<file path="config.mk">
export PLATFORM = sky130hd
export DESIGN_NAME = cbm_ram
export DESIGN_NICKNAME = d
export VERILOG_FILES = /design/src/hdl/cbm_ram.sv
export SDC_FILE = /design/constraint.sdc
export NUM_CORES = 2
export LEC_CHECK = 0
export BUFFER_PORTS_ARGS = -buffer_cell sky130_fd_sc_hd__buf_2
export CORE_MARGIN = 5
export CORE_UTILIZATION = 36
export DETAILED_ROUTE_END_ITERATION = 10
export HOLD_SLACK_MARGIN = 0.02
export SLEW_MARGIN = 10
export SYNTH_ARGS = -nofsm -noshare
export SYNTH_HDL_FRONTEND = slang
export SYNTH_SLANG_ARGS = --single-unit
</file>
<file path="constraint.sdc">
create_clock -name clk -period 2.6 [get_ports clk]
set_clock_uncertainty 0.15 [all_clocks]
set_input_delay 0.52 -clock clk [delete_from_list [all_inputs] [get_ports clk]]
set_output_delay 0.52 -clock clk [all_outputs]
set_load 0.03 [all_outputs]
</file>
<file path="src/hdl/cbm_ram.sv">
// Generic single-port-write, registered-read RAM.
module cbm_ram #(
  parameter int WIDTH = 8,
  parameter int DEPTH = 512
) (
  input  logic                     clk,
  input  logic                     we,
  input  logic [$clog2(DEPTH)-1:0] waddr,
  input  logic [WIDTH-1:0]         wdata,
  input  logic [$clog2(DEPTH)-1:0] raddr,
  output logic [WIDTH-1:0]         rdata
);

  logic [WIDTH-1:0] mem [DEPTH];

  always_ff @(posedge clk) begin
    if (we) begin
      mem[waddr] <= wdata;
    end
    rdata <= mem[raddr];
  end

endmodule

</file>
### Word-level counts from Yosys, hierarchy flattened

Memory sizes are Yosys's and may differ from the RTL's. A register that Yosys moved wholly into a read port is not among the register bits.
Cells that the tools add are included.
W data, S select, Z words.

| cells by class | value |
|---|---|
| mux-type cells | 2 |

Operator list:

| kind | number |
|---|---|
| $mux W1 | 2 |

| storage, ports and cells | value |
|---|---|
| logic and storage cells | 3 |
| RAM bits | 4096 |
| bits of input ports | 28 |
| output and inout bits | 8 |
| register bits after elaboration | 0 |
| memories kept | 1 |

Memory list:

| memory | depth | bits a word | rd ports | clocked after Yosys merged registers in | wr ports | line | RTL |
|---|---|---|---|---|---|---|---|
| mem | 512 | 8 | 1 | 1 | 1 | 14 | `logic [WIDTH-1:0] mem [DEPTH];` |

### Depth between registers and ports, before layout

| logic depth | value |
|---|---|
| word-level depth | 2 |
| depth in mapped cells | 12 |

### Worst setup path after synthesis

No wires, ideal clock.

| timing | value |
|---|---|
| kind | input port to flip-flop |
| from | input raddr[0] |
| to | register rdata[0], read port of mem |
| library setup time | 0.118 ns |
| slack | -0.042 ns |
| arrival | 2.374 ns |
| stages | 10 |
| required time | 2.332 ns |
| cell sequence | buf_4 -> buf_12 -> buf_12 -> buf_2 -> mux4_2 -> o21ai_0 -> nand3_1 -> nand4_1 -> o21ai_0 -> o2111a_1 |

RTL lines:

| item | line | RTL |
|---|---|---|
| from (decl) | 10 | `input logic [$clog2(DEPTH)-1:0] raddr,` |
| to (decl) | 11 | `output logic [WIDTH-1:0] rdata` |

==> impl.org <==
** Yosys
- Post-synth net total :: 8,058
- The average instance in the mapped netlist occupies 19.9 µm².
- edfxtp_1 takes more of the synthesized area than any other cell.
- Number of instances in the synthesized netlist :: 8,030
- Counting flops with a built-in enable in the synthesized netlist gives 4,096.
- Async set or reset register ratio after synthesis :: 0
- Ranking of synthesized cells by area :: edfxtp_1 (77%), mux4_2 (9.2%), mux2i_1 (5.0%)
- The share of synthesized area in the top cell type comes to 0.769.
- For this run, the register share of the synthesized area comes to 0.770.
- Unique cell type count in the Yosys netlist :: 51
- Yosys printed 0 warnings.
- Top cells by count, synth :: edfxtp_1 (4,096), mux2i_1 (797), mux4_2 (654)
- Prevailing post-synth register cell :: edfxtp_1
- Cell with the most instances after synthesis :: edfxtp_1
- In this run the cell area of the synthesized design comes to 160,000 µm².
- Counting flops and latches in the post-synthesis netlist gives 4,104.

** Detailed routing
- The detail route stage leaves a number of antenna-violating nets equal to 0.
- Ratio of routed vias to standard cells :: 5.47
- Sum of routed wire length over all layers :: 441,000 µm
- Summing over every cut layer, the via total after detailed routing is 86,434.
- DR pass1 iterations :: 6
- DR iter-0 viols :: 9,618
- Post-detailed-route DRC marker count :: 0
- In the final routed layout, each cell accounts on average for 27.9 µm.

** STA
- In the post-route analysis, the smallest setup slack over all paths is -38.0 ps.
- Fin crit share :: 1.01
- Hold Violations, Final :: 0
- Number of setup violations in the final report :: 2
- Setup repair after global routing could not meet its margin everywhere.
- For the pin with the worst max-slew slack, the measured transition is 969 ps.
- Measured against its own limit, the worst slew margin works out to 0.346.
- On the final layout, the worst hold slack is 241 ps.
- After routing, the total negative slack on setup checks comes to -74.5 ps.
- Timing would allow up to 379 MHz.
- Count of pins over their slew limit :: 0
- Final critical delay including setup and external delays :: 2640 ps

** Power and ir drop
- For this design the static power due to leakage is 64.2 nW.
- Of the total power, registers draw 0.524.
- Of the total power, the clock network draws 0.418.
- Gate power share :: 0.058
- Of the total power, the share spent switching nets is 0.215.
- IR analysis of the VDD net gives a maximum drop of 0.583 mV.
- Internal power :: 109 mW
- Total Power Consumption :: 139 mW
- Psw :: 30.0 mW
- For this design the ratio of total power to cell area is 719 nW/µm².

** Job
- Max-cap violation count :: 0

** Clock network
- CTS buffer count :: 413
- Number of H-tree levels :: 5
- CTS saw 4,104 sinks.
- TritonCTS clock tree :: yes
- The longest clock path from root to sink contains 4 buffers.
- The root buffer cell chosen for the clock tree is clkbuf_16.
- After clock tree synthesis, the clock-pin slew on the worst setup and hold paths is 60 ps.
- For the worst-skew pair, the clock arrives at the later sink with an insertion delay of 970 ps.

** Global route
- GRT Total Usage :: 0.186
- Busiest metal layer after global routing :: met2
- After global routing the overflow that remains totals 0.
- M1 GR Usage :: 0.254
- Entering global routing, the biggest net connects 133 pins.
- The number of global-route vias before repair was 86,965.
- Met3 track demand over resource :: 0.0321
- Wire length of the first global-routing pass :: 628,000 µm
- Number of antenna violations at the first check in global routing :: 23
- Met2 capacity usage during global routing :: 0.303

** Final layout
- Cell Count, Final, Fillers Out :: 15,806
- Once layout is complete, the utilization of the core stands at 0.438.
- The area growth from synthesis to layout is 21.2%.
- Total non-filler cell area in the finished layout :: 194,000 µm²
- At the end of the flow, the number of nets in the layout was 9,588.
- Share of post-route cells with drive strength above 1 :: 0.307

** Floorplanning
- Placeable core region :: 442,000 µm²
- For this configuration, the core starts out at a cell density of 0.362.
- Number of ports placed on the die boundary :: 36
- The floorplan has 244 rows.
- The floorplan step defined a die boundary enclosing 458,000 µm².
- Measured along the y axis, the die boundary spans 677 µm.
- Measured along the x axis, the die boundary spans 677 µm.

** Run status
- The flow ran to the end, but the final reports show violations.
- The checks that failed: setup timing.

** Critical path
- Data on the critical path arrives at its endpoint at 3390 ps.
- STA classifies the critical path startpoint as an input port.
- Largest driver fanout on the critical path :: 15
- Capturing element type of the critical path :: flip-flop
- Slack of the worst reg-to-reg path :: 30 ps
- The setup path with the least slack is of type in -> reg.
- STA puts the critical path data required time at 3350 ps.

** Place
- The congestion estimate from routability-driven global placement came to 0.884.
- Dpl ws :: -1510 ps
- After detailed placement, the design holds a cell count of 14,992.
- After detailed placement, the total cell area comes to 179,000 µm².
- Buffers on Ports :: 35
- Detailed placement ended at an HPWL of 283,000 µm.

** Min path
- Hold WC Path Type :: in -> reg
## power groups by stage
stage          clock, mW  sequential, mW  combinational, mW
6_report            58.3            72.9               8.08
5_1_grt             62.0            72.9               8.44
4_1_cts             59.2            72.9               7.89
3_5_place_dp           0            74.3               7.75
3_3_place_gp           0            74.3               7.64
2_1_floorplan          0            74.4               3.47
## placed cells by master, fill, tap and decap left out, types with 92 or more instances in the layout
cell       count
nor3_1       100
buf_4       1362
nor2_1       592
o22ai_1      156
edfxtp_1    4096
a21oi_1      187
mux2i_1      795
clkbuf_16    429
o21ai_0       99
clkinv_2      92
mux4_2       654
o221ai_1     313
buf_12       172
## final cells by class
type,count,area [µm²]
Fill cell,37853,248000
Sequential cell,4104,123000
Multi-Input combinational cell,3410,34800
Timing Repair Buffer,1628,15100
Clock buffer,488,10700
Tap cell,5904,7390
Clock inverter,260,2480
Antenna cell,9,22.5
Inverter,3,18.8
## critical path, stage by stage
cell	delay (ps)
buf_16	150
buf_16	210
buf_16	190
buf_16	190
clkbuf_16	200
mux2i_1	90
o221ai_1	330
a21oi_1	210
nor3_1	260
nand3_2	230
o21ai_1	260
buf_4	230
o2111a_1	190
## routing by layer
metal	wire, µm	share of wire	vias to the layer above
li1	-	-	36525
met1	178000	0.40	45639
met2	212000	0.48	3595
met3	35300	0.080	673
met4	15200	0.034	2
met5	13	0.000029	-
## kinds of logic after synthesis
family | after synthesis | synth area share
flops | 4104 | 0.770
mux | 1451 | 0.142
simple gates | 980 | 0.0263
compound gates | 979 | 0.0431
buf+inv | 516 | 0.0185
## what timing repair did
action	in CTS	in global routing
hold endpoints to repair	429	0
pin swaps	11	31
hold buffers	8	0
endpoints found under the setup margin	8	8
cloned	3	11
buffers inserted	5	33
resized for setup	91	123
## state kept, by name, indices dropped and copies added, names as in the netlist
name / count
mem: 4096
rdata: 8
## path summary, 6_finish.rpt
check           endpoint  cells after the start        start
max             rdata[2]                     13     raddr[0]
min          mem[493][2]                      5     waddr[4]
max reg2reg     rdata[2]                     10   mem[34][2]
min reg2reg     rdata[6]                      6  mem[153][6]
No activity file was read; power rests on OpenSTA's default activity.
