[config.mk]
export PLATFORM = sky130hd
export DESIGN_NAME = cbm_mod_unit
export DESIGN_NICKNAME = d
export VERILOG_FILES = /design/src/hdl/cbm_pkg.sv /design/src/hdl/cbm_mod_unit.sv
export SDC_FILE = /design/constraint.sdc
export NUM_CORES = 1
export LEC_CHECK = 0
export BUFFER_PORTS_ARGS = -buffer_cell sky130_fd_sc_hd__buf_2
export CAP_MARGIN = 20
export CORE_MARGIN = 2
export CORE_UTILIZATION = 40
export CTS_CLUSTER_SIZE = 8
export DETAILED_ROUTE_END_ITERATION = 7
export GPL_ROUTABILITY_DRIVEN = 1
export PLACE_DENSITY_LB_ADDON = 0.3
export SYNTH_ARGS = -nofsm -noshare
export SYNTH_HDL_FRONTEND = slang
export SYNTH_SLANG_ARGS = --single-unit
[constraint.sdc]
create_clock -name clk -period 5.58 [get_ports clk]
set_input_delay 1.116 -clock clk [delete_from_list [all_inputs] [get_ports clk]]
set_output_delay 1.116 -clock clk [all_outputs]
set_load 0.01 [all_outputs]
[src/hdl/cbm_pkg.sv]
// Shared types and constants for the cartridge bank mapper.
package cbm_pkg;

  localparam int SENSOR_DEPTH = 128;
  localparam int RAM_DEPTH    = 512;
  localparam int SENSOR_AW    = $clog2(SENSOR_DEPTH);
  localparam int RAM_AW       = $clog2(RAM_DEPTH);
  localparam int BANK_W       = 9;
  localparam int COUNT_W      = 10;
  localparam int STEP_W       = $clog2(BANK_W + 1);
  localparam int ROM_OFF_W    = 14;
  localparam int ROM_ADDR_W   = BANK_W + ROM_OFF_W;
  localparam int ADDR_W       = 16;
  localparam int BYTE_W       = 8;

  localparam logic [COUNT_W-1:0] MAX_ROM_BANKS  = 10'd512;
  localparam logic [3:0]         RAM_ENABLE_KEY = 4'hA;
  localparam logic [7:0]         RAM_WIN_BASE   = 8'h80;
  localparam logic [BYTE_W-1:0]  NO_DATA        = 8'hFF;

  localparam logic OP_READ  = 1'b0;
  localparam logic OP_WRITE = 1'b1;

  typedef enum logic [4:0] {
    ST_CLEAR = 5'b00001,
    ST_IDLE  = 5'b00010,
    ST_MOD   = 5'b00100,
    ST_MEM   = 5'b01000,
    ST_DONE  = 5'b10000
  } state_t;

endpackage

[src/hdl/cbm_mod_unit.sv]
// Bit-serial remainder unit for the ROM bank modulo the bank count.
module cbm_mod_unit (
  input  logic                        clk,
  input  logic                        rst,
  input  logic                        start,
  input  logic [cbm_pkg::BANK_W-1:0]  dividend,
  input  logic [cbm_pkg::COUNT_W-1:0] divisor,
  output logic                        done,
  output logic [cbm_pkg::BANK_W-1:0]  remainder
);
  import cbm_pkg::*;

  logic                busy;
  logic [STEP_W-1:0]   step;
  logic [BANK_W-1:0]   dvd;
  logic [COUNT_W-1:0]  dsr;
  logic [BANK_W-1:0]   remainder_next;
  logic [BANK_W:0]     trial;

  assign trial = {remainder, dvd[BANK_W-1]};

  always_comb begin
    if (trial >= (BANK_W + 1)'(dsr)) begin
      remainder_next = BANK_W'(trial - (BANK_W + 1)'(dsr));
    end else begin
      remainder_next = trial[BANK_W-1:0];
    end
  end

  always_ff @(posedge clk) begin
    if (rst) begin
      busy <= 1'b0;
      done <= 1'b0;
    end else begin
      done <= 1'b0;
      if (start) begin
        busy <= 1'b1;
        step <= '0;
        remainder <= '0;
        dvd <= dividend;
        dsr <= divisor;
      end else if (busy) begin
        remainder <= remainder_next;
        dvd <= {dvd[BANK_W-2:0], 1'b0};
        step <= step + STEP_W'(1);
        if (step == STEP_W'(BANK_W - 1)) begin
          busy <= 1'b0;
          done <= 1'b1;
        end
      end
    end
  end

endmodule

### Word level (Yosys, flattened, before mapping)

Cells that the tools add are included.

| operators by class | value |
|---|---|
| muxes and demuxes | 9 |
| shifts and indexed selects | 0 |
| add/sub/neg operators | 2 |
| reductions and logical operators | 4 |
| eq/ne operators | 1 |
| order comparisons | 1 |
| bitwise logic cells | 2 |
| $mul | 0 |
| div/mod/pow operators | 0 |

Operator list:

| cell | count |
|---|---|
| $mux 9 | 4 |
| $ge 10x10->1 | 1 |
| $sub 9x9->9 | 1 |
| $add 4x1->4 const B | 1 |
| $eq 4x4->1 const B | 1 |
| $mux 1 | 4 |
| $mux 4 | 1 |
| $reduce_and 2->1 | 2 |
| $reduce_or 3->1 | 1 |
| $not 1->1 | 2 |
| $reduce_bool 2->1 | 1 |

| word-level totals | value |
|---|---|
| bits in writable memories | 0 |
| latch bits | 0 |
| logic and storage cells | 25 |
| register bits | 34 |
| memory bits (read-only) | 0 |
| memories | 0 |
| bits of input ports | 22 |

### Logic depth before layout (Yosys ltp)

| logic depth | value |
|---|---|
| depth in word-level cells | 4 |
| gate-level depth with buffers | 10 |
| mapped depth without buffers | 9 |

### Worst setup path before layout

No wires, ideal clock.

| timing path | value |
|---|---|
| path kind | input to register |
| start point | input port start |
| end point | register dvd[0] (enable) |
| required time | 5178 ps |
| path buffers | 1 |
| path slack | 2683 ps |
| stages on the path | 3 |
| arrival | 2495 ps |
| cell sequence | clkbuf_1 nor2_1 nor2_1 |

| between the ends | value |
|---|---|
| word-level cells in the longest chain between the ends | 2 |

RTL lines:

| element | line | RTL |
|---|---|---|
| from (decl) | cbm_mod_unit.sv:5 | `input logic start,` |
| $reduce_bool 2->1 (no source line) | - |  |
| $reduce_and 2->1 (no source line) | - |  |
| to (signal assigned) | cbm_mod_unit.sv:40 | `dvd <= dividend;` |
| to (signal assigned) | cbm_mod_unit.sv:44 | `dvd <= {dvd[BANK_W-2:0], 1'b0};` |
| to (decl) | cbm_mod_unit.sv:15 | `logic [BANK_W-1:0] dvd;` |

No other way between the ends.
A chain may end at the register's enable or synchronous reset.

### Final worst setup path

| timing path | value |
|---|---|
| start point | register remainder[3] (netlist bit) |
| end point | register remainder[7] (netlist bit) (data pin) |

| between the ends | value |
|---|---|
| word-level cells in the longest chain between the ends | 3 |
| elaborated cells between the ends (all ways) | 4 |
| classes of those cells | 1 x add/sub; 1 x order compare; 2 x mux |

RTL lines:

| element | line | RTL |
|---|---|---|
| from (decl) | cbm_mod_unit.sv:9 | `output logic [cbm_pkg::BANK_W-1:0] remainder` |
| from (signal assigned) | cbm_mod_unit.sv:43 | `remainder <= remainder_next;` |
| $sub 9x9->9 or $ge 10x10->1 (tied branches) | cbm_mod_unit.sv:24, cbm_mod_unit.sv:23 |  |
| $mux 9 (*) | cbm_mod_unit.sv:23 | `if (trial >= (BANK_W + 1)'(dsr)) begin` |
| $mux 9 (*) | cbm_mod_unit.sv:42 | `end else if (busy) begin` |

Every way passes the cells marked *; elsewhere a longest branch is shown, timed or not. The select of a mux whose other input is x is not followed.

==> results_dict.tcl <==
set metrics [dict create \
    status "finished, final reports clean" \
    n_fill_cell 398 \
    cts_resized 0 \
    drive_gt1_share_pct 28.9 \
    synth_cell_type_count 37 \
    place_ws_ps 2680 \
    rsz0062_at_grt "no" \
    die_area_um2 5030 \
    crit_type "flop to flop" \
    placed_cells 224 \
    endpoint_kind "flop" \
    via_count 1217 \
    ir_worst_vdd_mv 0.177 \
    wl_per_cell_um 15.3 \
    slew_viol_final 0 \
    yosys_warnings 0 \
    synthFlopType "edfxtp_1" \
    hpwl_mm 2.70 \
    antenna_found_initial 0 \
    synth_area_leader_cell "edfxtp_1" \
    finalHoldViolCount 0 \
    final_nets 214 \
    multi_input_area_um2 713 \
    synth_most_common_cell "edfxtp_1" \
    vias_per_cell 5.25 \
    path_buf_inv 0 \
    syn_inst 143 \
    clock_skew_ps 8.97 \
    setup_ws_ps 2950 \
    syn_avg_cell_area_um2 12.5 \
    die_h_um 71.0 \
    post_cts_buffers 0 \
    cp.arrival_ps 2740 \
    critPathMaxStageDelay_ps 610 \
    cts_buffers 5 \
    slew_headroom_pct 36.9 \
    final_cell_count_no_fill 232 \
    fmax_mhz 380 \
    clkTransAtPathRegs_ps 70 \
    critPathMaxFanout 14 \
    io_pins 32 \
    cp.required_ps 5690 \
    postRouteAntennaNets 0 \
    synth_top_cell_area_share_pct 53.6 \
    drtPass1Iterations 4 \
    worstHoldPathType "flop to flop" \
    grt_overflow_total 0 \
    cts_max_level 2 \
    post-route-period-util_pct 47.1 \
    drt_iter0_drc 51 \
    cts_tree "yes" \
    yosysSeqAreaShare_pct 55.8 \
    syn_nets 178 \
    diodes 0 \
    syn_to_final_growth_pct 16.7 \
    synthArstFlopShare_pct 0 \
    grt_max_degree 22 \
    root_buffer "clkbuf_8" \
    cts.sinks 34 \
    power.density_nw_per_um2 302 \
    p_leak_nw 0.853 \
    hold_buffers 0 \
    crit_chain "ha_1 -> nand4_1 -> a211oi_2 -> a2bb2oi_2 -> nand2_1 -> o32ai_2" \
    register_area_um2 1000 \
    timing.setup.tns_ps 0 \
    synth_edf_count 32 \
    placed_area_um2 2000 \
    first_global_vias 1249 \
    track_usage_pct 15.0 \
    place_congestion 0.739 \
    finalCriticalPeriod_ps 2630 \
    syn_area_um2 1790 \
    final_cell_area_um2 2090 \
    io_buffers 31 \
    dieWidth_um 71.0 \
    coreArea_um2 4320 \
    ys_top_cells_by_count "32 x edfxtp_1, 16 x inv_1, 12 x ha_1, 10 x nor2_1, 8 x mux2_2" \
    worst_slew_pin_slew_ps 943 \
    routed_wl_mm 3.56 \
    grt_pass1_wl_mm 5.86 \
    cp_slowest_cell "a2bb2oi_2" \
    path_delay_family "compound AO/OA/AOI/OAI gates" \
    setup_violations 0 \
    start_kind "flop" \
    synth_area_leaders "edfxtp_1 54%, ha_1 8.4%, mux2_2 5.0%" \
    start_util_pct 41.5 \
    drv_cap 0 \
    ys_seq_elements 34 \
    drcViolationCount 0 \
    rows 24 \
    clk_latency_ps 280 \
    clk_path_buf_depth 2 \
]
## layout by cell type, fill, tap and decap left out, types with 2 or more instances in the layout
master,n
edfxtp_1,32
buf_2,31
inv_1,16
ha_1,12
nor2_1,10
mux2_2,8
a21oi_1,7
nand2_1,7
clkbuf_8,6
xnor2_1,5
o21a_1,5
nand3_1,3
a211oi_2,3
o21ai_0,3
o211ai_1,2
mux2i_1,2
nor2b_1,2
a31oi_1,2
o22ai_1,2
dfxtp_1,2
## state kept, by name (all words and copies together), names as in the netlist
register and count:
dsr 10, step 4, dvd 9, done 1, remainder 9, busy 1
## logic make-up (layout without fill, tap and decap cells)
family,Yosys count,in the layout,share of synthesized area [%]
DFF,34,34,55.8
and+or+nand+nor,31,31,8.45
AOI/OAI and AO/OA,30,30,12.8
buffers and inverters,19,56,4.40
adders and majority gates,13,13,9.49
muxes,10,10,6.14
xor gates and xnor gates,6,6,2.93
## worst paths after layout
| check | slack [ps] | from | end | cells past startpoint |
|---|---|---|---|---|
| max | 2950 | remainder[3] | remainder[7] | 6 |
| min | 480 | busy | done | 1 |
| max reg2reg | 2950 | remainder[3] | remainder[7] | 6 |
| min reg2reg | 480 | busy | done | 1 |
## report_power, final
part	leakage [nW]	switching [mW]	internal, mW
clock network	0.0482	0.0843	0.0995
registers	0.324	0.0105	0.304
logic	0.482	0.0750	0.0591
## routing by layer
| layer | track usage [%] | vias up | share of wire, % |
|---|---|---|---|
| li1 | - | 595 | - |
| met1 | 18.3 | 587 | 43 |
| met2 | 25.9 | 31 | 51 |
| met3 | 4.27 | 4 | 5.3 |
| met4 | 4.82 | 0 | 0.84 |
| met5 | 0 | - | 0 |
## per-stage QoR
| stage | hold slack (ps) | total power [mW] | util [%] |
|---|---|---|---|
| floorplan | 460 | 0.417 | - |
| global placement | 478 | 0.446 | 46.3 |
| detailed placement | 481 | 0.453 | 46.3 |
| CTS | 480 | 0.639 | 48.4 |
| global route | 495 | 0.667 | 48.4 |
| finish | 476 | 0.632 | 48.4 |
## area by class of cell
cell class	count	share of cell area (%)
Inverter	16	2.87
Timing Repair Buffer	32	7.77
Sequential cell	34	47.8
Multi-Input combinational cell	90	34.1
Clock inverter	1	0.239
Clock buffer	7	4.12
Tap cell	52	3.11
Note: power is estimated with default switching activity, not from simulation.
